===== src/plhc_pkg.sv =====
// types and constants shared by the pump level hysteresis controller
package plhc_pkg;

    localparam int LEVEL_W = 10;
    localparam int CNT_W   = 14;

    localparam logic [CNT_W-1:0] CNT_MAX = '1;

    localparam logic [1:0] OP_SAMPLE = 2'd0;
    localparam logic [1:0] OP_TICK   = 2'd1;
    localparam logic [1:0] OP_MODE   = 2'd2;

    localparam logic [1:0] MODE_AUTO = 2'd0;
    localparam logic [1:0] MODE_ON   = 2'd1;
    localparam logic [1:0] MODE_STOP = 2'd2;

    localparam logic [2:0] CAUSE_NONE      = 3'd0;
    localparam logic [2:0] CAUSE_MANUAL    = 3'd1;
    localparam logic [2:0] CAUSE_AUTO      = 3'd2;
    localparam logic [2:0] CAUSE_DRY       = 3'd3;
    localparam logic [2:0] CAUSE_RUNTIME   = 3'd4;
    localparam logic [2:0] CAUSE_MODE_STOP = 3'd5;

    localparam logic [2:0] REG_ENABLE     = 3'd0;
    localparam logic [2:0] REG_ON_LEVEL   = 3'd1;
    localparam logic [2:0] REG_OFF_LEVEL  = 3'd2;
    localparam logic [2:0] REG_MAX_RUN    = 3'd3;
    localparam logic [2:0] REG_DRY_GUARD  = 3'd4;
    localparam logic [2:0] REG_ACTIVE_LOW = 3'd5;

    typedef struct packed {
        logic [1:0]         op;
        logic [LEVEL_W-1:0] level;
        logic [1:0]         new_mode;
    } item_t;

    typedef struct packed {
        logic             relay_drive;
        logic             running;
        logic [1:0]       cur_mode;
        logic             dry_blocked;
        logic [CNT_W-1:0] run_seconds;
        logic [2:0]       stop_cause;
    } result_t;

endpackage


===== src/pump_level_hysteresis_controller.sv =====
// pump level hysteresis controller top level
// an accepted item passes the input register and then the result register on its way to its result word
// throughput: one item per cycle; the result register takes a new word whenever it is
//   empty or its word is taken in the same cycle
// reset: asynchronous active low; pump stopped, mode auto, guard clear, run count zero,
//   registers at their defaults, both stages empty
module pump_level_hysteresis_controller
    import plhc_pkg::*;
#(
    parameter int unsigned MAX_RUN_LIMIT_MINUTES = 255
)
(
    input  logic        clk,
    input  logic        rst_n,
    input  logic        cfg_we,
    input  logic [2:0]  cfg_index,
    input  logic [9:0]  cfg_data,
    input  logic        item_valid,
    output logic        item_stall,
    input  item_t       item,
    output logic        result_valid,
    input  logic        result_stall,
    output result_t     result
);

    localparam logic [7:0] LIMIT_CAP = 8'(MAX_RUN_LIMIT_MINUTES);

    logic               enable_reg;
    logic [LEVEL_W-1:0] on_level_reg;
    logic [LEVEL_W-1:0] off_level_reg;
    logic [7:0]         max_run_reg;
    logic [LEVEL_W-1:0] dry_level_reg;
    logic               active_low_reg;

    logic               running_reg, running_next;
    logic [1:0]         mode_reg, mode_next;
    logic               guard_reg, guard_next;
    logic [CNT_W-1:0]   cnt_reg, cnt_next;
    logic [2:0]         cause_next;

    logic               in_vld_reg;
    item_t              in_reg;
    logic               out_vld_reg;
    result_t            out_reg;
    result_t            out_next;

    logic               advance;
    logic [7:0]         lim_min;
    logic [CNT_W-1:0]   lim_ext;
    logic [CNT_W-1:0]   limit_sec;
    logic               blocked;

    assign advance      = in_vld_reg && (!out_vld_reg || !result_stall);
    assign item_stall   = in_vld_reg && !advance;
    assign result_valid = out_vld_reg;
    assign result       = out_reg;

    // runtime limit in seconds: minutes * 60 as 64 - 4
    assign lim_min   = (max_run_reg > LIMIT_CAP) ? LIMIT_CAP : max_run_reg;
    assign lim_ext   = {{(CNT_W-8){1'b0}}, lim_min};
    assign limit_sec = (lim_ext << 6) - (lim_ext << 2);
    assign blocked   = in_reg.level < dry_level_reg;

    always_comb
    begin
        running_next = running_reg;
        mode_next    = mode_reg;
        guard_next   = guard_reg;
        cnt_next     = cnt_reg;
        cause_next   = CAUSE_NONE;
        if (enable_reg)
        begin
            case (in_reg.op)
                OP_SAMPLE:
                begin
                    if (blocked && !guard_reg && running_next)
                    begin
                        running_next = 1'b0;
                        cnt_next     = '0;
                        cause_next   = CAUSE_DRY;
                    end
                    guard_next = blocked;
                    if (!blocked)
                    begin
                        if (running_next && cnt_next >= limit_sec)
                        begin
                            running_next = 1'b0;
                            cnt_next     = '0;
                            cause_next   = CAUSE_RUNTIME;
                            mode_next    = MODE_STOP;
                        end
                        if (running_next && mode_next == MODE_STOP)
                        begin
                            running_next = 1'b0;
                            cnt_next     = '0;
                            cause_next   = CAUSE_MANUAL;
                        end
                        if (!running_next && mode_next == MODE_ON)
                        begin
                            running_next = 1'b1;
                            cnt_next     = '0;
                        end
                        if (mode_next == MODE_AUTO)
                        begin
                            if (!running_next && in_reg.level < on_level_reg)
                            begin
                                running_next = 1'b1;
                                cnt_next     = '0;
                            end
                            if (running_next && in_reg.level >= off_level_reg)
                            begin
                                running_next = 1'b0;
                                cnt_next     = '0;
                                cause_next   = CAUSE_AUTO;
                            end
                        end
                    end
                end
                OP_TICK:
                begin
                    if (running_reg && cnt_reg != CNT_MAX)
                        cnt_next = cnt_reg + 1'b1;
                end
                OP_MODE:
                begin
                    if (in_reg.new_mode <= MODE_STOP && in_reg.new_mode != mode_reg)
                    begin
                        mode_next = in_reg.new_mode;
                        if (in_reg.new_mode == MODE_STOP && running_reg)
                        begin
                            running_next = 1'b0;
                            cnt_next     = '0;
                            cause_next   = CAUSE_MODE_STOP;
                        end
                    end
                end
                default:
                begin
                    running_next = running_reg;
                end
            endcase
        end

        out_next.relay_drive = running_next ^ active_low_reg;
        out_next.running     = running_next;
        out_next.cur_mode    = mode_next;
        out_next.dry_blocked = guard_next;
        out_next.run_seconds = running_next ? cnt_next : '0;
        out_next.stop_cause  = cause_next;
    end

    // configuration registers
    always_ff @(posedge clk or negedge rst_n)
    begin
        if (!rst_n)
        begin
            enable_reg     <= 1'b0;
            on_level_reg   <= LEVEL_W'(300);
            off_level_reg  <= LEVEL_W'(900);
            max_run_reg    <= 8'd30;
            dry_level_reg  <= LEVEL_W'(50);
            active_low_reg <= 1'b0;
        end
        else if (cfg_we)
        begin
            case (cfg_index)
                REG_ENABLE:     enable_reg     <= cfg_data[0];
                REG_ON_LEVEL:   on_level_reg   <= cfg_data[LEVEL_W-1:0];
                REG_OFF_LEVEL:  off_level_reg  <= cfg_data[LEVEL_W-1:0];
                REG_MAX_RUN:    max_run_reg    <= cfg_data[7:0];
                REG_DRY_GUARD:  dry_level_reg  <= cfg_data[LEVEL_W-1:0];
                REG_ACTIVE_LOW: active_low_reg <= cfg_data[0];
                default:        enable_reg     <= enable_reg;
            endcase
        end
    end

    // controller state and stage valids
    always_ff @(posedge clk or negedge rst_n)
    begin
        if (!rst_n)
        begin
            running_reg <= 1'b0;
            mode_reg    <= MODE_AUTO;
            guard_reg   <= 1'b0;
            cnt_reg     <= '0;
            in_vld_reg  <= 1'b0;
            out_vld_reg <= 1'b0;
        end
        else
        begin
            if (!item_stall)
                in_vld_reg <= item_valid;
            if (advance)
            begin
                running_reg <= running_next;
                mode_reg    <= mode_next;
                guard_reg   <= guard_next;
                cnt_reg     <= cnt_next;
                out_vld_reg <= 1'b1;
            end
            else if (!result_stall)
            begin
                out_vld_reg <= 1'b0;
            end
        end
    end

    // payload words
    always_ff @(posedge clk)
    begin
        if (!item_stall && item_valid)
            in_reg <= item;
        if (advance)
            out_reg <= out_next;
    end

endmodule


===== config.mk =====
export PLATFORM = sky130hd
export DESIGN_NAME = pump_level_hysteresis_controller
export DESIGN_NICKNAME = d
export VERILOG_FILES = /design/src/plhc_pkg.sv /design/src/pump_level_hysteresis_controller.sv
export SDC_FILE = /design/constraint.sdc
export NUM_CORES = 1
export LEC_CHECK = 0
export BUFFER_PORTS_ARGS = -buffer_cell sky130_fd_sc_hd__buf_2
export CAP_MARGIN = 20
export CORE_MARGIN = 10
export CORE_UTILIZATION = 60
export DETAILED_ROUTE_END_ITERATION = 8
export MAX_ROUTING_LAYER = met4
export PLACE_DENSITY = 0.92
export SYNTH_ARGS = -nofsm -noshare
export SYNTH_HDL_FRONTEND = slang
export SYNTH_SLANG_ARGS = --single-unit
export TNS_END_PERCENT = 20

===== constraint.sdc =====
create_clock -name clk -period 11.22 [get_ports clk]
set_input_delay 0 -clock clk [delete_from_list [all_inputs] [get_ports clk]]
set_output_delay 0 -clock clk [all_outputs]
set_load 0.05 [all_outputs]

Word level (Yosys, flattened, before mapping):

Cells that the tools add are included.

* register bits after elaboration: 96
* output and inout port bits: 24
* bits of input ports: 32

* $add $sub $neg: 2
* magnitude comparators: 6
* mux-type cells: 64
* reduce and logical (&&, ||, !) cells: 30
* equal/unequal tests: 13
* bitwise logic cells: 1

Operators with widths (number)
* $mux 14: 14
* $pmux 14 s3: 1
* $mux 1: 30
* $mux 3: 7
* $lt 10x10->1: 2
* $mux 2: 8
* $add 14x1->14 const B: 1
* $ge 14x14->1: 1
* $ne 14x14->1 const B: 1
* $sub 14x10->14: 1
* $logic_and 1x1->1: 13
* $reduce_and 2->1: 6
* $ge 10x10->1: 1
* $gt 8x8->1 const B: 1
* $mux 8: 1
* $logic_not 1->1: 7
* $eq 2x2->1 const B: 3
* $eq 3x2->1 const B: 2
* $eq 3x3->1 const B: 2
* $pmux 3 s2: 1
* $eq 2x1->1 const B: 2
* $logic_not 2->1: 2
* $pmux 2 s2: 1
* $eq 3x1->1 const B: 1
* 7 further kinds: 7

Depth between registers and ports, before layout:

Gate-level depths: netlist of the first run.

* word-level depth: 38
* depth in mapped cells: 17

Worst setup path after synthesis of the first run:

No wires, ideal clock.

* path kind: register to register
* start point: register dry_level_reg[5]
* end point: register out_reg (netlist bit result[9]) (data pin)
* slack: 7.531 ns
* period minus slack after synthesis: 3.689 ns
* stages on the path, launching flop included: 17
* buffers on the path: 2
* arrival: 3.548 ns
* path through: dfstp_2 inv_1 ha_1 a21oi_1 o21ai_1 nand2b_1 buf_1 nand2_1 and2_1 ha_1 a211oi_1 o2111ai_1 a2111oi_4 a311o_4 buf_6 nand4_1 a21oi_2

* longest elaborated chain between the ends: 37

Ends and longest elaborated chain
* start, declared: line pump_level_hysteresis_controller.sv:32 `logic [LEVEL_W-1:0] dry_level_reg;`
* start signal, assigned: line pump_level_hysteresis_controller.sv:171 `REG_DRY_GUARD: dry_level_reg <= cfg_data[LEVEL_W-1:0];`
* $lt 10x10->1 *: line pump_level_hysteresis_controller.sv:62 `assign blocked = in_reg.level < dry_level_reg;`
* $logic_and 1x1->1 (2 in a row): line pump_level_hysteresis_controller.sv:76 `if (blocked && !guard_reg && running_next)`
* $mux 14: line pump_level_hysteresis_controller.sv:76
* $mux 14: line pump_level_hysteresis_controller.sv:73 `case (in_reg.op)`
* $mux 14: line pump_level_hysteresis_controller.sv:71 `if (enable_reg)`
* $ge 14x14->1: line pump_level_hysteresis_controller.sv:85 `if (running_next && cnt_next >= limit_sec)`
* $logic_and 1x1->1: line pump_level_hysteresis_controller.sv:85
* $mux 2: line pump_level_hysteresis_controller.sv:85
* [... 20 more ...]
* $mux 1: line pump_level_hysteresis_controller.sv:73
* $mux 1: line pump_level_hysteresis_controller.sv:71
* $logic_and 1x1->1: line pump_level_hysteresis_controller.sv:110 `if (running_next && in_reg.level >= off_level_reg)`
* $mux 14 or $mux 1 (tied branches): line pump_level_hysteresis_controller.sv:110
* $mux 14 or $mux 1 (tied branches): line pump_level_hysteresis_controller.sv:103 `if (mode_next == MODE_AUTO)`
* $mux 14 or $mux 1 (tied branches): line pump_level_hysteresis_controller.sv:83 `if (!blocked)`
* $pmux 14 s3 or $pmux 1 s2 (tied branches): line pump_level_hysteresis_controller.sv:73
* $mux 14 or $mux 1 (tied branches): line pump_level_hysteresis_controller.sv:71
* end signal, assigned: line pump_level_hysteresis_controller.sv:215 `out_reg <= out_next;`
* end, declared: line pump_level_hysteresis_controller.sv:44 `result_t out_reg;`

Mark *: on every way between the ends. The rest lies on a longest branch, timed or not. The select of a mux whose other input is x is not followed.
A chain may end at the register's enable or synchronous reset.

==> metrics.cfg, run 1 <==
[yosys]
ys.flop_type = dfrtp_1
synth-async-reset-ratio_pct = 62.5
yosysTopAreaCell = dfrtp_1
yosysUniqueCellTypes = 66
syn_nets = 670
yosysWarnings = 0
synthCells = 592
synth_top_area_share_pct = 19.1
synth.most_common_cell = nand2_1
synth-edff-count = 36
yosys-top-cells-area = dfrtp_1 19%, edfxtp_1 18%, ha_1 9.7%
syn_area_um2 = 5910
seq_area_frac_synth_pct = 44.0
synth_common_cells = 67 x nand2_1, 52 x inv_1, 46 x ha_1
syn_avg_cell_area_um2 = 9.98
ys_ff_latch = 96

[clock_network]
clockBufferDepth = 2
cts_hold_buf = 28
cts_made_buffers = 9
post_cts_buffers = 0
cts_root_buf = clkbuf_8
clk_pin_slew_worst_paths_ps = 100
cts_resized = 0
cts_tree = yes
ctsHtreeMaxLevel = 3
numClockSinks = 96
clkLatencyLatePin_ps = 370

[final_layout]
diodes = 0
n_fill_cell = 697
drive_above_1_share_pct = 21.0
largest_reg_flops = 22
fin_nets = 748
area_growth_pct = 13.9

[timing]
worst-slew-pin-transition_ps = 856
post-route-period-util_pct = 39.2
fmax_ghz = 0.227
finalHoldViolCount = 0
whs_ps = 22.7
relSlewSlack_pct = 42.8
report.final.slew_viol_count = 0
period_needed_ps = 4400
rsz0062_at_grt = false
fin_setup_tns_ps = 0
fin_skew_ps = 11.1
final-setup-viol-count = 0

[worst_hold_path]
whs_endpoint = off_level_reg[1]
holdPathStages = 4
min-delay-start = cfg_index[0]
worstHoldPathType = input port to flip-flop

[setup_path]
crit_chain = inv_1, ha_1, a31o_2, a21o_1, a21oi_1, o21bai_1, nor4_1, xnor2_1, ha_1, nand4_1, and3b_1, a2111oi_4, a311o_4, a22oi_4, xnor2_1
critPathRequiredTime_ps = 11330
slowest_stage = a22oi_4
slowest_delay_ps = 580
r2r-start = max_run_reg[4]
criticalPathCategory = flip-flop to flip-flop
critPathMaxFanout = 17
arrival_ps = 4510
cp-end-kind = flip-flop
timing.rr.end = result[21]
reg2reg_slack_ps = 6820
r2r_cells = 15
start_kind = flip-flop

[routing]
vias = 4802
final_antenna_net_count = 0
viasPerCell = 5.94
wl_um = 14300
drt_iter0_drc = 369
drt-wirelength-per-cell_um = 17.7
drt_first_pass_iters = 8
drc = 0

[floorplanning]
floorplan.io_pins = 56
dieArea_um2 = 14200
initial_utilization_pct = 61.0
core_um2 = 9680
dieWidth_um = 119
fp-row-count = 36
die_y_um = 119

[pwr]
switchingPower_mw = 0.509
vdd_drop_max_mv = 0.109
p_seq_share_pct = 42.5
p_leak_nw = 2.81
internal_power_mw = 0.715
p_clk_share_pct = 17.6
combPwrFrac_pct = 39.9
swShare_pct = 41.6
cellPowerDensity_nw_per_um2 = 182

[grt]
antenna_found_initial = 0
grt_max_degree = 61
gr-usage-all-layers_pct = 20.6
grt_pass1_wl_um = 23700
grt_pass1_vias = 4871
grt.overflow.total = 0

[outcome]
status = finished clean

[placement]
io_buffers = 55
gp_congestion = 0.930
dp_hpwl_um = 10500

[run]
maxCapViolCount = 0

worst max path at each step:
stage,start,endpoint,slack [ps],cells after the start
after floorplan,dry_level_reg[5],result[9],7530,16
after global placement,max_run_reg[4],result[21],7160,15
after detailed placement,max_run_reg[4],result[21],6870,15
after CTS,max_run_reg[4],result[21],6850,15
after global routing,max_run_reg[4],result[13],6610,16
final,max_run_reg[4],result[21],6820,15
per-layer routing:
layer,GRT usage (%),vias up,wire length (µm)
met3,3.97,37,833
li1,-,2287,-
met1,24.2,2308,5830
met2,34.1,170,7220
met5,-,-,0
met4,8.55,0,401
placed cells by master (no fill, tap or decap), types with 3 or more instances in the layout:
cell and n:
a211oi_1 7, a211oi_2 6, a21o_1 8, a21oi_1 36, a21oi_2 7, a311oi_1 5
a31oi_1 4, a41oi_1 7, and2_1 8, buf_2 55, buf_4 4, clkbuf_8 9
dfrtp_1 45, dfstp_2 15, dlygate4sd3_1 28, edfxtp_1 36, ha_1 46, inv_1 52
mux2_2 17, nand2_1 67, nand2b_1 13, nand3_1 15, nand4_1 6, nor2_1 31
nor2b_1 7, nor3_1 14, nor3b_1 3, o2111ai_1 3, o21ai_0 45, o21ai_1 10
o21bai_1 3, xnor2_1 13
cells by family after synthesis:
family	Yosys count	share of synthesized area, %
AND/OR/NAND/NOR	184	16.0
AO/OA/AOI/OAI	160	19.4
flip-flops	96	44.0
XOR/XNOR	15	2.22
multiplexers	17	3.24
buffers and inverters	74	5.31
adder cells (fa/ha/maj)	46	9.74
per-stage QoR:
stage / util, % / area [µm²] / total power, mW / instances / worst slack (ps)
3_3_place_gp: 64.7 / 6260 / 0.969 / 763 / 7160
3_5_place_dp: 64.7 / 6260 / 0.994 / 763 / 6870
6_report: 69.5 / 6730 / 1.22 / 808 / 6820
2_1_floorplan: - / 5910 / 0.879 / 592 / 7530
4_1_cts: 69.4 / 6720 / 1.22 / 807 / 6850
5_1_grt: 69.5 / 6730 / 1.30 / 808 / 6610
power by group through the flow:
stage	clock (mW)	sequential, mW	combinational (mW)
finish	0.215	0.520	0.488
global route	0.231	0.528	0.538
CTS	0.217	0.516	0.482
detailed placement	0	0.523	0.470
global placement	0	0.521	0.448
floorplan	0	0.523	0.356
critical path: cells and delay by family, from the launching register on:
family	cells	cell delay, ps
adder cells (fa/ha/maj)	2	660
flip-flops	1	570
AO/OA/AOI/OAI	7	1840
XOR/XNOR	2	270
AND/OR/NAND/NOR	3	680
buffers and inverters	1	100
final cells by class:
| cell class | instances | area [µm²] | area share (%) |
|---|---|---|---|
| Clock buffer | 9 | 124 | 1.84 |
| Clock inverter | 7 | 55.1 | 0.818 |
| Inverter | 54 | 203 | 3.01 |
| Multi-Input combinational cell | 422 | 3000 | 44.5 |
| Sequential cell | 96 | 2600 | 38.7 |
| Tap cell | 133 | 166 | 2.47 |
| Timing Repair Buffer | 87 | 586 | 8.70 |
Power figures use the tool's default switching activity.
==> run 2, diff against run 1 <==
ABC_AREA = 1   (was unset)
PLACE_DENSITY = 0.91   (was 0.92)
clock period = 4.55 ns   (was 11.22 ns; I/O delays follow)
==> run 2 against run 1 <==
Compared with the run above: setup slack lost 6500 ps; clock skew grew 5.6 ps; wire length grew 18%; via count grew 26%; total power grew to 3.3 times the previous value; sequential power grew to 2.5 times the previous value; sequential share of layout area shrank 3.3 points; fmax grew 2.9%; critical endpoint is now result[3].
==> metrics.cfg, run 2 <==
[setup_path]
critPathRequiredTime_ps = 4690  ; -6640 ps
slowest_stage = dfstp_2
start_kind = flip-flop
cp-end-kind = flip-flop
criticalPathCategory = flip-flop to flip-flop
slowest_delay_ps = 540  ; -40 ps
critPathMaxFanout = 11  ; -6
crit_top_cell = nand2_1
arrival_ps = 4420  ; -90 ps

[grt]
grt_pass1_wl_um = 27400  ; +16%
gr-usage-all-layers_pct = 23.2  ; +2.6 points
grt_max_degree = 61  ; unchanged
antenna_found_initial = 1  ; +1
grt_pass1_vias = 5743  ; +18%
grt.overflow.total = 0  ; unchanged

[placement]
io_buffers = 55  ; unchanged
dpl-instance-area_um2 = 6720  ; +7.3%
gp_congestion = 0.944  ; +1.6%
dp_hpwl_um = 11000  ; +4.8%

[run]
maxCapViolCount = 0  ; unchanged

[timing]
final-setup-viol-count = 0  ; unchanged
relSlewSlack_pct = 48.5  ; +5.7 points
fin_skew_ps = 16.7  ; +5.61 ps
post-route-period-util_pct = 94.0  ; +55 points
finalHoldViolCount = 0  ; unchanged
period_needed_ps = 4280  ; -124 ps
worst-slew-pin-transition_ps = 772  ; -83.8 ps
fmax_ghz = 0.234  ; +2.9%
report.final.slew_viol_count = 0  ; unchanged

[floorplanning]
dieArea_um2 = 15100  ; +6.2%
floorplan.io_pins = 56  ; unchanged
dieWidth_um = 123  ; +3.1%
initial_utilization_pct = 61.5  ; +0.50 points
fp-row-count = 37  ; +2.8%
core_um2 = 10300  ; +6.6%
die_y_um = 123  ; +3.1%

[final_layout]
layout_commonest_cell = nand2_1
layout_common_cells = 217 x nand2_1, 122 x inv_1, 62 x nor2_1
final_util_pct = 71.2  ; +1.7 points
largest_reg_flops = 22  ; unchanged
drive_above_1_share_pct = 17.0  ; -4.1 points
area_growth_pct = 15.7
fin_nets = 986  ; +32%
fin_area_um2 = 7350  ; +9.2%

[yosys]
yosysUniqueCellTypes = 47  ; -29%
synthCells = 825  ; +39%
yosysWarnings = 0  ; unchanged
yosys-top-cells-area = dfrtp_1 18%, edfxtp_1 17%, nand2_1 13%
ys.flop_type = dfrtp_1
synth_top_area_share_pct = 17.7  ; -1.3 points
synth.most_common_cell = nand2_1
syn_nets = 903  ; +35%
synth-edff-count = 36  ; unchanged
syn_area_um2 = 6350  ; +7.5%
seq_area_frac_synth_pct = 40.9  ; -3.1 points
synth-async-reset-ratio_pct = 62.5  ; unchanged
ys_ff_latch = 96  ; unchanged
synth_common_cells = 217 x nand2_1, 123 x inv_1, 63 x nor2_1
syn_avg_cell_area_um2 = 7.70  ; -23%
yosysTopAreaCell = dfrtp_1

[clock_network]
numClockSinks = 96  ; unchanged
cts_root_buf = clkbuf_8
clockBufferDepth = 2  ; unchanged
clk_pin_slew_worst_paths_ps = 100  ; about the same
clkLatencyLatePin_ps = 390  ; +20 ps
cts_tree = yes
cts_made_buffers = 9  ; unchanged
ctsHtreeMaxLevel = 3  ; unchanged

[routing]
viasPerCell = 5.76  ; -3.0%
drt_iter0_drc = 649  ; +76%
vias = 6050  ; +26%
drt_first_pass_iters = 8  ; unchanged
final_antenna_net_count = 0  ; unchanged
drt-wirelength-per-cell_um = 16.1  ; -9.1%
drc = 0  ; unchanged
wl_um = 16900  ; +18%

[pwr]
cellPowerDensity_nw_per_um2 = 545  ; +200%
p_leak_nw = 3.58  ; +27%
totalPowerFinal_mw = 4.01  ; +230%
vdd_drop_max_mv = 0.274  ; +150%

[worst_hold_path]
worstHoldPathType = input port to asynchronous set/reset pin

[outcome]
status = finished clean

-- run 2: where the power goes --
part | switching (mW) | internal, mW | total, mW
Sequential | 0.186 | 1.13 | 1.32
Combinational | 1.36 | 0.654 | 2.02
Clock | 0.326 | 0.345 | 0.672
Total | 1.87 | 2.13 | 4.01
-- run 2: routing by layer --
layer  vias to the layer above  wire [µm]  global-route usage (%)
met1                      2803       6690                    27.0
met5                         -          0                       -
li1                       2860          -                       -
met3                        72       1350                    4.47
met2                       315       8040                    37.2
met4                         0        797                    13.0
-- run 2: layout make-up --
type	instances	area (µm²)
clock buffers	10	149
multi-input cells	571	3180
diodes	1	2.50
well taps	136	170
inverters	138	529
repair buffers	92	631
clock inverters	6	87.6
flip-flops and latches	96	2600
fillers	713	2970
-- run 2: logic make-up after synthesis --
logic type,synth area share [%]
buffers and inverters,9.83
adder cells (fa/ha/maj),9.06
AND/OR/NAND/NOR,25.5
XOR/XNOR,1.24
flip-flops,40.9
AO/OA/AOI/OAI,13.4
-- run 2: repair_timing --
item | 4_1_cts | 5_1_grt
endpoints found under the hold margin | 95 | 0
gates resized for setup | 0 | 9
setup endpoints to repair | 0 | 29
setup buffers | 0 | 4
hold buffers | 31 | 0
-- run 2: path summary, 6_finish.rpt --
path	cells past startpoint	end	slack, ps	from
hold / removal	3	dry_level_reg[0]	300	rst_n
hold reg to reg	2	dry_level_reg[3]	490	dry_level_reg[3]
min in group clk	2	in_reg[4]	310	item[4]
setup / recovery	28	result[3]	270	dry_level_reg[5]
setup reg to reg	28	result[3]	270	dry_level_reg[5]
max in group asynchronous	3	cnt_reg[0]	3740	rst_n
-- run 2: through the flow --
step / cells / hold slack (ps) / setup WS, ps / setup TNS [ps]
after floorplan: 825 / -296 / 707 / 0
after global routing: 1050 / 326 / -67.8 / -609
after detailed placement: 997 / 178 / 216 / 0
after global placement: 997 / 177 / 333 / 0
after CTS: 1044 / 313 / 155 / 0
final: 1050 / 299 / 271 / 0
-- run 2: critical path, delay by kind of cell, from the launching register on --
kind	cells	cell delay, ps
buf+inv	5	560
fa+ha+maj	2	630
compound gates	5	730
simple gates	16	1550
flops	1	540
==> run 3, diff against run 2 <==
CORE_UTILIZATION = 55   (was 60)
PLACE_DENSITY = 0.88   (was 0.91)
REMOVE_ABC_BUFFERS = 1   (was unset)
clock period = 3.5 ns   (was 4.55 ns; I/O delays follow)
==> run 3 against run 2 <==
Compared with the run above: the flow now finishes with violations (negative setup slack); non-clock buffer count is 42 higher; via count is 1.2% higher; cell count is 4.7% higher; clock-buffer cell count stayed put; total power is 50% higher; clock power is 45% higher; wire length is 7.1% higher.
==> metrics.cfg, run 3 (same netlist as run 2, synthesis figures left out) <==
[run]
maxCapViolCount = 0  ; unchanged

[clock_network]
cts_root_buf = clkbuf_16
clkLatencyLatePin_ps = 370  ; -20 ps
numClockSinks = 96  ; unchanged
clockBufferDepth = 2  ; unchanged
ctsHtreeMaxLevel = 3  ; unchanged
cts_made_buffers = 9  ; unchanged
clk_pin_slew_worst_paths_ps = 70  ; -30 ps
cts_tree = yes

[final_layout]
stdcell_count = 1099  ; +4.7%
largest_reg_flops = 22  ; unchanged
layout_common_cells = 193 x nand2_1, 117 x inv_1, 57 x o21ai_0
layout_commonest_cell = nand2_1
diodes = 0  ; -1
drive_above_1_share_pct = 27.4  ; +10 points
fin_nets = 1029  ; +4.4%
area_growth_pct = 26.8

[floorplanning]
core_um2 = 11400  ; +10%
floorplan.io_pins = 56  ; unchanged
dieArea_um2 = 16200  ; +7.6%
dieWidth_um = 127  ; +3.7%
die_y_um = 127  ; +3.7%
fp-row-count = 39  ; +5.4%
initial_utilization_pct = 55.9  ; -5.7 points

[routing]
final_antenna_net_count = 0  ; unchanged
drc = 0  ; unchanged
wl_um = 18100  ; +7.1%
drt-wirelength-per-cell_um = 16.4  ; +2.3%
vias = 6122  ; +1.2%
drt_iter0_drc = 546  ; -16%
viasPerCell = 5.57  ; -3.3%
drt_first_pass_iters = 6  ; -2

[grt]
antenna_found_initial = 0  ; -1
grt_pass1_vias = 5897  ; +2.7%
grt.overflow.total = 0  ; unchanged
gr-usage-all-layers_pct = 21.4  ; -1.9 points
grt_pass1_wl_um = 27600  ; +0.83%
grt_max_degree = 44  ; -28%

[outcome]
status = finished, violations left
violations = negative setup slack

[pwr]
cellPowerDensity_nw_per_um2 = 744  ; +36%
vdd_drop_max_mv = 0.504  ; +84%
p_leak_nw = 3.85  ; +7.6%

[timing]
fin_skew_ps = 13.7  ; -3.03 ps
worst-slew-pin-transition_ps = 699  ; -72.9 ps
relSlewSlack_pct = 53.3  ; +4.7 points
fin_setup_tns_ps = -16370  ; -16370 ps
finalHoldViolCount = 0  ; unchanged
period_needed_ps = 4090  ; -194 ps
final-setup-viol-count = 36  ; +36
postLayoutSetupSlackWorst_ps = -586  ; -856 ps
rsz0062_at_grt = true
post-route-period-util_pct = 117  ; +23 points
fmax_ghz = 0.245  ; +4.7%
report.final.slew_viol_count = 0  ; unchanged

[setup_path]
start_kind = flip-flop
slowest_delay_ps = 540  ; about the same
crit_top_cell = nand2_1
r2r_cells = 27  ; -3.6%
arrival_ps = 4210  ; -210 ps
timing.critical_path.buf_inv = 4  ; -1
timing.rr.end = result[12]
criticalPathCategory = flip-flop to flip-flop
cp-end-kind = flip-flop
critPathRequiredTime_ps = 3620  ; -1070 ps
slowest_stage = dfstp_2
critPathTopFamily = simple AND/OR/NAND/NOR gates
r2r-start = max_run_reg[4]
reg2reg_slack_ps = -590  ; -860 ps
critPathMaxFanout = 7  ; -4

[placement]
gp_congestion = 0.952  ; +0.85%
io_buffers = 55  ; unchanged
dp_hpwl_um = 11900  ; +7.7%
dp_cells = 1045  ; +4.8%

[worst_hold_path]
whs_endpoint = enable_reg
holdPathStages = 3
min-delay-start = cfg_index[0]
worstHoldPathType = input port to flip-flop

==> run 3: cell count changes in the layout (fill, tap and decap cells not counted), sizes merged, moves of 2 or more <==
cell and delta:
inv +3, buf +46, bufinv -2, dlygate4sd3 -5
==> run 3: cell type report <==
type / count / area (µm²)
timing repair buffer: 134 / 980
fill: 805 / 3310
inverter: 138 / 537
timing repair inverter: 2 / 16.3
clock buffer: 10 / 229
tap: 143 / 179
multi-input combinational: 570 / 3460
sequential: 96 / 2600
clock inverter: 6 / 55.1
==> run 3: stage by stage <==
| step | worst slack (ps) | cell area, µm² | util (%) | hold slack (ps) | total power, mW |
|---|---|---|---|---|---|
| 6_report | -586 | 8060 | 70.9 | 9.38 | 5.99 |
| 5_1_grt | -809 | 8060 | 70.9 | 46.4 | 6.39 |
| 4_1_cts | -378 | 7640 | 67.2 | 5.17 | 5.38 |
| 3_5_place_dp | -510 | 7050 | 62.0 | 179 | 4.34 |
| 3_3_place_gp | -387 | 7050 | 62.0 | 177 | 4.25 |
| 2_1_floorplan | -293 | 6250 | - | -296 | 3.55 |
==> run 3: what timing repair did <==
| item | CTS | global route |
|---|---|---|
| buffers inserted | 1 | 7 |
| cloned | 1 | 2 |
| endpoints found under the setup margin | 38 | 38 |
| pin swaps | 0 | 21 |
| hold endpoints to repair | 75 | 0 |
| hold buffers | 26 | 0 |
| resized for setup | 9 | 72 |
==> run 3: how the worst max path moves through the flow <==
| stage | slack (ps) | from | cells after the start | to |
|---|---|---|---|---|
| CTS | -380 | dry_level_reg[5] | 29 | result[7] |
| global placement | -390 | dry_level_reg[5] | 29 | result[5] |
| detailed placement | -510 | dry_level_reg[5] | 29 | result[7] |
| floorplan | -290 | dry_level_reg[5] | 27 | result[3] |
| global route | -810 | max_run_reg[4] | 27 | result[12] |
| finish | -590 | max_run_reg[4] | 27 | result[12] |
==> run 3: routing by layer <==
metal	track usage, %	vias up	part of all wire (%)
met3	3.93	50	6.2
met4	9.85	0	3.7
met2	35.0	258	50
li1	-	2955	-
met1	24.9	2859	40
met5	-	-	0
==> run 3: power by group <==
| group | leakage, nW | switching, mW | internal [mW] |
|---|---|---|---|
| registers | 1.07 | 0.229 | 1.47 |
| logic | 2.64 | 2.06 | 1.25 |
| clock network | 0.140 | 0.475 | 0.499 |
| total | 3.85 | 2.77 | 3.22 |
==> run 3: worst reg2reg max path, delay by kind of cell (launching register included) <==
family | cells | cell delay, ps
AO/OA/AOI/OAI | 4 | 610
buffers and inverters | 4 | 440
XOR/XNOR | 1 | 230
adder cells (fa/ha/maj) | 2 | 560
AND/OR/NAND/NOR | 16 | 1430
flip-flops | 1 | 540
